### src/hdl/mdm_pkg.sv
// Package: microcode types, control store and register map of the mecanum drive mixer.
package mdm_pkg;

    // Register map, by word index of the configuration port
    typedef enum logic [2:0] {
        REG_DEADBAND   = 3'd0,
        REG_RESCALE    = 3'd1,
        REG_GYRO_EN    = 3'd2,
        REG_OL_GAIN    = 3'd3,
        REG_KP         = 3'd4,
        REG_KI         = 3'd5
    } t_reg;

    // Multiplier operand selection
    typedef enum logic [2:0] {
        MS_NONE = 3'd0,
        MS_X    = 3'd1,
        MS_Y    = 3'd2,
        MS_T    = 3'd3,
        MS_KP   = 3'd4,
        MS_KI   = 3'd5,
        MS_OL   = 3'd6
    } t_msrc;

    // Writeback operation; most consume the registered product
    typedef enum logic [2:0] {
        WB_NONE = 3'd0,
        WB_X    = 3'd1,
        WB_Y    = 3'd2,
        WB_T    = 3'd3,
        WB_ERR  = 3'd4,
        WB_TSET = 3'd5,
        WB_TADD = 3'd6,
        WB_OUT  = 3'd7
    } t_wb;

    typedef enum logic [1:0] {
        J_NONE   = 2'd0,
        J_OPEN   = 2'd1,
        J_ALWAYS = 2'd2
    } t_jmp;

    localparam int STEP_W = 4;

    typedef struct packed {
        t_msrc             msrc;
        t_wb               wb;
        t_jmp              jmp;
        logic [STEP_W-1:0] target;
    } t_ctrl;

    localparam logic [STEP_W-1:0] STEP_OPEN = 4'd8;
    localparam logic [STEP_W-1:0] STEP_OUT  = 4'd10;

    // Control store: one word per step
    function automatic t_ctrl ucode(input logic [STEP_W-1:0] s);
        t_ctrl c;
        case (s)
            4'd0:    c = '{MS_X,    WB_NONE, J_NONE,   4'd0};
            4'd1:    c = '{MS_Y,    WB_X,    J_NONE,   4'd0};
            4'd2:    c = '{MS_T,    WB_Y,    J_NONE,   4'd0};
            4'd3:    c = '{MS_NONE, WB_T,    J_OPEN,   STEP_OPEN};
            4'd4:    c = '{MS_NONE, WB_ERR,  J_NONE,   4'd0};
            4'd5:    c = '{MS_KP,   WB_NONE, J_NONE,   4'd0};
            4'd6:    c = '{MS_KI,   WB_TSET, J_NONE,   4'd0};
            4'd7:    c = '{MS_NONE, WB_TADD, J_ALWAYS, STEP_OUT};
            4'd8:    c = '{MS_OL,   WB_NONE, J_NONE,   4'd0};
            4'd9:    c = '{MS_NONE, WB_TSET, J_NONE,   4'd0};
            4'd10:   c = '{MS_NONE, WB_OUT,  J_NONE,   4'd0};
            default: c = '{MS_NONE, WB_OUT,  J_NONE,   4'd0};
        endcase
        return c;
    endfunction

endpackage

### src/hdl/mecanum_drive_mixer_with_yaw_pi_unit.sv
// Top level: microcoded mecanum drive mixer with deadband and PI yaw-rate loop.
//
//   channel   direction  handshake                 payload
//   -------   ---------  ------------------------  ----------------------------------
//   input     in         i_in_valid / o_in_stall   stick x/y/twist, enable, yaw rate
//   result    out        o_out_valid / i_out_stall four wheel drive commands
//   config    in         psel/penable/pwrite       six registers at paddr 4*i
//
// A request steps through the control store from acceptance to the result
// register, with the gyro loop steps only while the loop is on; the steps are set
// by the one shared multiplier, which the control store visits once per product
// (three deadbands, then Kp and Ki or the open-loop gain). A new request is
// accepted the cycle after the program ends, even while the previous result still
// waits. The last step holds while the result register is full and stalled.
// Reset clears the integrator, the control and loads the register defaults;
// there is no clearing pass.
module mecanum_drive_mixer_with_yaw_pi_unit (
    input  logic                i_clk,
    input  logic                i_rst_n,
    // request channel
    input  logic                i_in_valid,
    output logic                o_in_stall,
    input  logic signed [15:0]  i_stick_x,
    input  logic signed [15:0]  i_stick_y,
    input  logic signed [15:0]  i_stick_twist,
    input  logic                i_twist_enable,
    input  logic signed [15:0]  i_measured_yaw_rate,
    // result channel
    output logic                o_out_valid,
    input  logic                i_out_stall,
    output logic signed [15:0]  o_front_left_drive,
    output logic signed [15:0]  o_front_right_drive,
    output logic signed [15:0]  o_rear_left_drive,
    output logic signed [15:0]  o_rear_right_drive,
    // configuration port
    input  logic                psel,
    input  logic                penable,
    input  logic                pwrite,
    input  logic [4:0]          paddr,
    input  logic [31:0]         pwdata,
    output logic [31:0]         prdata,
    output logic                pready
);
    import mdm_pkg::*;

    // configuration registers
    logic [14:0] r_deadband;
    logic [15:0] r_rescale;
    logic        r_gyro_en;
    logic [15:0] r_ol_gain;
    logic [15:0] r_kp;
    logic [15:0] r_ki;

    // request registers
    logic signed [15:0] r_x, r_y, r_t, r_meas;
    logic               r_ten;

    // sequencer
    logic              r_run;
    logic [STEP_W-1:0] r_step;
    t_ctrl             ctrl;

    // datapath
    logic signed [49:0] r_prod;
    logic signed [32:0] mul_a;
    logic signed [16:0] mul_b;
    logic signed [49:0] prod_bias;
    logic signed [37:0] prod_rnd;
    logic signed [15:0] r_strafe, r_dy;
    logic signed [16:0] r_z;
    logic signed [17:0] r_err;
    logic signed [31:0] r_sum;
    logic signed [37:0] r_turn;

    // results
    logic               r_out_valid;
    logic signed [15:0] r_fl, r_fr, r_rl, r_rr;

    logic in_acc, cfg_wr, out_free, jump;

    // Magnitude past the deadband, zero inside the band
    function automatic logic signed [32:0] db_excess(input logic signed [15:0] v,
                                                     input logic [14:0] db);
        logic signed [16:0] ve;
        logic [16:0]        mag;
        ve  = {v[15], v};
        mag = v[15] ? 17'(-ve) : 17'(ve);
        if (mag > {2'b00, db}) begin
            return 33'(mag - {2'b00, db});
        end
        return '0;
    endfunction

    // Cap the rescaled magnitude and restore the sign
    function automatic logic signed [15:0] db_finish(input logic signed [37:0] r,
                                                     input logic neg);
        logic [15:0] m;
        if (r > 38'sd32768) begin
            m = 16'h8000;
        end else begin
            m = r[15:0];
        end
        if (neg) begin
            return 16'(~m + 16'd1);
        end
        if (m[15]) begin
            return 16'sh7FFF;
        end
        return m;
    endfunction

    // Deadbanded twist times 1.5 with floor
    function automatic logic signed [16:0] d3_z(input logic signed [37:0] r);
        logic signed [15:0] dd;
        logic signed [17:0] t3;
        dd = db_finish(r, r_t[15]);
        t3 = 18'(dd) + 18'(dd) + 18'(dd);
        return t3[17:1];
    endfunction

    function automatic logic signed [15:0] sat16(input logic signed [37:0] v);
        if (v > 38'sd32767) begin
            return 16'sh7FFF;
        end
        if (v < -38'sd32768) begin
            return 16'sh8000;
        end
        return v[15:0];
    endfunction

    assign pready     = 1'b1;
    assign cfg_wr     = psel && penable && pwrite;
    assign o_in_stall = r_run;
    assign in_acc     = i_in_valid && !r_run;
    assign out_free   = !r_out_valid || !i_out_stall;
    assign ctrl       = ucode(r_step);

    assign o_out_valid         = r_out_valid;
    assign o_front_left_drive  = r_fl;
    assign o_front_right_drive = r_fr;
    assign o_rear_left_drive   = r_rl;
    assign o_rear_right_drive  = r_rr;

    // register readback
    always_comb begin
        case (t_reg'(paddr[4:2]))
            REG_DEADBAND: prdata = 32'(r_deadband);
            REG_RESCALE:  prdata = 32'(r_rescale);
            REG_GYRO_EN:  prdata = 32'(r_gyro_en);
            REG_OL_GAIN:  prdata = 32'(r_ol_gain);
            REG_KP:       prdata = 32'(r_kp);
            REG_KI:       prdata = 32'(r_ki);
            default:      prdata = '0;
        endcase
    end

    // configuration writes; the host must write only while idle, the block does not enforce it
    always_ff @(posedge i_clk) begin
        if (!i_rst_n) begin
            r_deadband <= 15'd3277;
            r_rescale  <= 16'd4551;
            r_gyro_en  <= 1'b1;
            r_ol_gain  <= 16'd1024;
            r_kp       <= 16'd4096;
            r_ki       <= 16'd82;
        end else if (cfg_wr) begin
            case (t_reg'(paddr[4:2]))
                REG_DEADBAND: r_deadband <= pwdata[14:0];
                REG_RESCALE:  r_rescale  <= pwdata[15:0];
                REG_GYRO_EN:  r_gyro_en  <= pwdata[0];
                REG_OL_GAIN:  r_ol_gain  <= pwdata[15:0];
                REG_KP:       r_kp       <= pwdata[15:0];
                REG_KI:       r_ki       <= pwdata[15:0];
                default:      ;
            endcase
        end
    end

    // Select multiplier operands; gains enter as positive 17-bit values
    always_comb begin
        case (ctrl.msrc)
            MS_X: begin
                mul_a = db_excess(r_x, r_deadband);
                mul_b = {1'b0, r_rescale};
            end
            MS_Y: begin
                mul_a = db_excess(r_y, r_deadband);
                mul_b = {1'b0, r_rescale};
            end
            MS_T: begin
                mul_a = db_excess(r_t, r_deadband);
                mul_b = {1'b0, r_rescale};
            end
            MS_KP: begin
                mul_a = 33'(r_err);
                mul_b = {1'b0, r_kp};
            end
            MS_KI: begin
                mul_a = 33'(r_sum);
                mul_b = {1'b0, r_ki};
            end
            MS_OL: begin
                mul_a = 33'(r_z);
                mul_b = {1'b0, r_ol_gain};
            end
            default: begin
                mul_a = '0;
                mul_b = '0;
            end
        endcase
    end

    // Round the registered product to Q.12 with floor
    assign prod_bias = r_prod + 50'sd2048;
    assign prod_rnd  = prod_bias[49:12];

    assign jump = (ctrl.jmp == J_ALWAYS) || ((ctrl.jmp == J_OPEN) && !r_gyro_en);

    // sequencer control
    always_ff @(posedge i_clk) begin
        if (!i_rst_n) begin
            r_run       <= 1'b0;
            r_step      <= '0;
            r_out_valid <= 1'b0;
        end else begin
            if (!r_run) begin
                if (in_acc) begin
                    r_run  <= 1'b1;
                    r_step <= '0;
                end
            end else if (ctrl.wb == WB_OUT) begin
                // hold the last step until the result register frees up
                if (out_free) begin
                    r_run  <= 1'b0;
                    r_step <= '0;
                end
            end else if (jump) begin
                r_step <= ctrl.target;
            end else begin
                r_step <= r_step + 4'd1;
            end

            if (r_run && (ctrl.wb == WB_OUT) && out_free) begin
                r_out_valid <= 1'b1;
            end else if (!i_out_stall) begin
                r_out_valid <= 1'b0;
            end
        end
    end

    // integrator: the only datapath state that reset clears
    always_ff @(posedge i_clk) begin
        logic signed [32:0] s;
        s = {r_sum[31], r_sum} + 33'(r_err);
        if (!i_rst_n) begin
            r_sum <= '0;
        end else if (r_run && (ctrl.wb == WB_ERR)) begin
            if (s[32] != s[31]) begin
                r_sum <= s[32] ? 32'sh80000000 : 32'sh7FFFFFFF;
            end else begin
                r_sum <= s[31:0];
            end
        end
    end

    // datapath payload registers
    always_ff @(posedge i_clk) begin
        logic signed [15:0] d;
        logic signed [17:0] d3;
        logic signed [16:0] f;
        logic signed [37:0] fe, se;

        d  = db_finish(prod_rnd, r_t[15]);
        d3 = 18'(d) + 18'(d) + 18'(d);
        f  = 17'sd0 - 17'(r_dy);
        fe = 38'(f);
        se = 38'(r_strafe);

        if (in_acc) begin
            r_x    <= i_stick_x;
            r_y    <= i_stick_y;
            r_t    <= i_stick_twist;
            r_ten  <= i_twist_enable;
            r_meas <= i_measured_yaw_rate;
        end

        r_prod <= mul_a * mul_b;

        if (r_run) begin
            case (ctrl.wb)
                WB_X:    r_strafe <= db_finish(prod_rnd, r_x[15]);
                WB_Y:    r_dy     <= db_finish(prod_rnd, r_y[15]);
                // twist times 1.5 with floor, zero without the enable
                WB_T:    r_z      <= r_ten ? d3[17:1] : '0;
                WB_ERR:  ;
                WB_TSET: r_turn   <= prod_rnd;
                WB_TADD: r_turn   <= r_turn + prod_rnd;
                WB_OUT: begin
                    if (out_free) begin
                        r_fl <= sat16(fe + se + r_turn);
                        r_fr <= sat16(se - fe + r_turn);
                        r_rl <= sat16(fe - se + r_turn);
                        r_rr <= sat16(r_turn - fe - se);
                    end
                end
                default: ;
            endcase
        end
    end

    // yaw-rate error, taken at the twist writeback step, the step before the integrator update
    always_ff @(posedge i_clk) begin
        if (r_run && (ctrl.wb == WB_T)) begin
            r_err <= 18'(r_ten ? d3_z(prod_rnd) : 17'sd0) - 18'(r_meas);
        end
    end

endmodule
### config.mk
export PLATFORM = sky130hd
export DESIGN_NAME = mecanum_drive_mixer_with_yaw_pi_unit
export DESIGN_NICKNAME = d
export VERILOG_FILES = /design/src/hdl/mdm_pkg.sv /design/src/hdl/mecanum_drive_mixer_with_yaw_pi_unit.sv
export SDC_FILE = /design/constraint.sdc
export NUM_CORES = 2
export LEC_CHECK = 0
export ABC_AREA = 1
export BUFFER_PORTS_ARGS = -buffer_cell sky130_fd_sc_hd__buf_2
export CAP_MARGIN = 20
export CORE_ASPECT_RATIO = 0.6
export CORE_MARGIN = 3
export CORE_UTILIZATION = 40
export CTS_CLUSTER_SIZE = 8
export DETAILED_ROUTE_END_ITERATION = 10
export PLACE_DENSITY_LB_ADDON = 0.1
export SYNTH_ARGS = -nofsm -noshare
export SYNTH_HDL_FRONTEND = slang
export SYNTH_SLANG_ARGS = --single-unit
### constraint.sdc
create_clock -name i_clk -period 7.8 [get_ports i_clk]
set_input_delay 1.56 -clock i_clk [delete_from_list [all_inputs] [get_ports i_clk]]
set_output_delay 1.56 -clock i_clk [all_outputs]
set_load 0.01 [all_outputs]
==> impl_metrics.ini <==
[timing]
finalCritPeriodShare_pct = 111
max_freq_ghz = 0.115
grt_setup_unrepaired = true
fin_skew_ns = 0.0845
finalCriticalPeriod_ns = 8.69
worst_pin_slew_ns = 1.13
setup_ws_ns = -0.891
setup_violations = 38
finalMaxSlewViolations = 0
hold_ws_ns = 0.477
setup_tns_ns = -24.68
max-slew-margin-rel_pct = 24.6
hold_viol = 0

[run_status]
violations = negative setup slack
status = finished, violations left

[synthesis]
ys_async_sr_fraction_pct = 0
synth_ff_type = edfxtp_1
synth-seq-cells = 400
synthTopCellsByCount = inv_1 (1507), nand2_1 (1500), nor2_1 (846)
ys_warn_count = 0
ys_types = 69
synth_edf_count = 234
postSynthAreaPerCell_sq_um = 7.38
yosys.area.top_type = fa_1
synthTopCellsByArea = fa_1 (22%), edfxtp_1 (12%), inv_1 (9.7%)
syn_inst = 7865
synth.top_cell.area_share_pct = 22.3
syn_area_sq_mm = 0.0581
synth.most_common_cell = inv_1
ys_seq_area_share_pct = 17.8

[hold_path]
hold_end = r_kp[11]$_SDFFE_PN0P_
min_from = r_kp[11]$_SDFFE_PN0P_
hp-class = reg -> reg
whs_path_depth = 2

[power_and_ir_drop]
clock_power_share_pct = 7.4
pwr-share-comb_pct = 84.1
power.internal_mw = 16.7
p_sw_share_pct = 49.6
powerDensity_mw_per_mm2 = 454
leakagePower_nw = 35.2
p_switching_mw = 16.4
irDropWorstVdd_v = 0.000805
seqPwrFrac_pct = 8.6
p_total_mw = 33.1

[clocking]
clk_latency_ns = 0.71
cts_sinks = 400
cts_buffers = 57
clock_path_buffers = 3
clk_pin_slew_ns = 0.06
htreeDepth = 2
cts_hold_buf = 0
clockRootBuffer = clkbuf_16
cts_tree = built

[floorplanning]
num_io_pins = 208
die_area_sq_mm = 0.150
initial_core_util_pct = 40.6
die_w_um = 498
rows = 107
die_h_um = 301
core_sq_mm = 0.143

[route]
drc_errors = 0
ant_nets = 0
drt_first_pass_iters = 9
viasPerCell = 5.38
dr.first_iter.drc_count = 6336
via_count = 57700
drt_wl_total_um = 245000
wl_per_cell_um = 22.8

[placement]
place_inst = 10500
dp.final_hpwl_um = 203000
gp_congestion = 1.03
dpl-instance-area_sq_mm = 0.0671
portBuffers = 172

[cells_and_area]
drive_gt1_share_pct = 20.2
syn_to_final_growth_pct = 25.8
nNetsFinal = 9975
fill_cells = 14100
final_cell_count_no_fill = 10700
stdcell_area_sq_mm = 0.0730

[global_route]
grt_pass1_wl_um = 359000
grt_max_degree = 59
grt_antenna_before_repair = 9
grtUsageTotal_pct = 32.0
grt_pass1_vias = 54400
grt_overflow = 0

[worst_setup_path]
r2r-start = r_y[3]$_DFFE_PP_
reg2reg_slack_ns = -0.89
crit_arrival_ns = 9.28
crit_path_end_kind = register
path_class = reg -> reg
r2r_end = r_prod[49]$_DFF_P_
crit_path_start_kind = register
cpPeakStageDelay_ns = 0.60
ff2ff_path_depth = 47
required_ns = 8.39
crit_path_max_fanout = 6
cp_slowest_cell = fa_2

[run]
drv_cap = 0
[power by group through the flow]
| stage | Sequential (mW) | Clock (mW) | Combinational, mW |
|---|---|---|---|
| after floorplan | 2.83 | 0 | 11.9 |
| final | 2.85 | 2.44 | 27.9 |
| after global placement | 2.88 | 0 | 20.8 |
| after detailed placement | 2.88 | 0 | 20.9 |
| after global routing | 2.87 | 2.58 | 30.1 |
| after CTS | 2.84 | 2.51 | 24.4 |
[area by class of cell]
type	instances	area (sq um)	area share, %
diodes	1	2.50	0.00343
flip-flops and latches	400	10300	14.2
inverters	1527	5770	7.90
clock buffers	85	1550	2.12
clock inverters	6	85.1	0.116
repair inverters	1	7.51	0.0103
multi-input cells	5770	44300	60.7
well taps	1907	2390	3.27
repair buffers	1035	8590	11.8
[critical path: cells and delay by family, from the launching register on]
| kind | cells | cell delay, ns |
|---|---|---|
| fa+ha+maj | 8 | 3.73 |
| simple gates | 21 | 2.37 |
| buf+inv | 13 | 1.38 |
| compound gates | 3 | 0.47 |
| flops | 1 | 0.39 |
| xor+xnor | 2 | 0.21 |
[registers in the layout, summed over array words and instances, names as in the netlist, 15 cells and up]
name                 cells
r_deadband              15
r_y                     16
r_meas                  16
r_ki                    16
r_ol_gain               16
r_z                     17
r_kp                    16
r_prod                  39
r_turn                  38
r_err                   18
r_strafe                16
r_dy                    16
r_rescale               16
o_front_left_drive      16
o_rear_right_drive      16
r_t                     16
o_front_right_drive     16
r_sum                   32
o_rear_left_drive       16
r_x                     16
[layout by cell type, fill, tap and decap left out, types with 21 or more instances in the layout]
cell type,netlist,final
a21oi_4,0,21
nand3b_1,39,39
o21a_1,30,30
fa_2,0,49
clkbuf_16,0,58
o21ai_0,568,493
o21bai_1,39,37
nand2_2,10,84
xnor2_1,103,93
o22ai_1,31,29
xor2_1,203,192
nor2_2,10,56
o21ai_1,22,72
buf_6,2,95
nand3_2,4,24
nand3_1,271,245
buf_2,28,173
a21oi_2,1,61
inv_2,12,100
nand4_1,69,69
a21o_1,46,44
nor2_1,846,748
o211ai_1,25,25
nand2_1,1500,1408
a21oi_1,535,454
inv_1,1507,1408
nor2_4,5,57
buf_12,0,60
or2_2,35,33
buf_4,23,697
ha_4,0,45
edfxtp_1,234,234
fa_1,647,598
ha_1,427,375
clkbuf_1,128,26
a31oi_1,47,34
dfxtp_1,166,166
nor3_1,87,76
[timing repair]
action                     4_1_cts  5_1_grt
pin swaps                      193      269
gates cloned                     4        2
setup endpoints to repair       39       43
resized for setup              393      425
buffers inserted               102       63
[routing by layer]
metal / track usage [%] / vias to the layer above / share of wire (%)
li1: - / 26800 / -
met1: 53.3 / 28100 / 51
met2: 38.8 / 2627 / 35
met3: 10.8 / 213 / 13
met4: 3.76 / 8 / 1.4
met5: 0 / - / 0.022
[how the worst max path moves through the flow]
stage,from,to,slack (ns),cells past startpoint
floorplan,r_t[1]$_DFFE_PP_,r_prod[49]$_DFF_P_,-0.06,45
global placement,r_x[0]$_DFFE_PP_,r_prod[44]$_DFF_P_,-1.31,40
detailed placement,r_y[4]$_DFFE_PP_,r_prod[44]$_DFF_P_,-1.32,43
CTS,r_y[5]$_DFFE_PP_,r_prod[49]$_DFF_P_,-0.86,45
global route,r_x[0]$_DFFE_PP_,r_prod[49]$_DFF_P_,-1.25,44
finish,r_y[3]$_DFFE_PP_,r_prod[49]$_DFF_P_,-0.89,47
[cell families after synthesis]
logic type / count (synthesis) / share of synthesized area [%]
simple gates: 2917 / 20.7
flops: 400 / 17.8
compound gates: 1453 / 13.9
mux: 1 / 0.0172
fa+ha+maj: 1074 / 31.5
xor+xnor: 308 / 4.67
buf+inv: 1710 / 11.3
other cells: 2 / 0.0129
[metrics by stage]
step	worst slack [ns]	utilization, %
2_1_floorplan	-0.0586	-
3_3_place_gp	-1.31	46.9
3_5_place_dp	-1.32	46.9
4_1_cts	-0.865	49.7
5_1_grt	-1.25	51.1
6_report	-0.891	51.1
(Power assumes the default switching activity.)
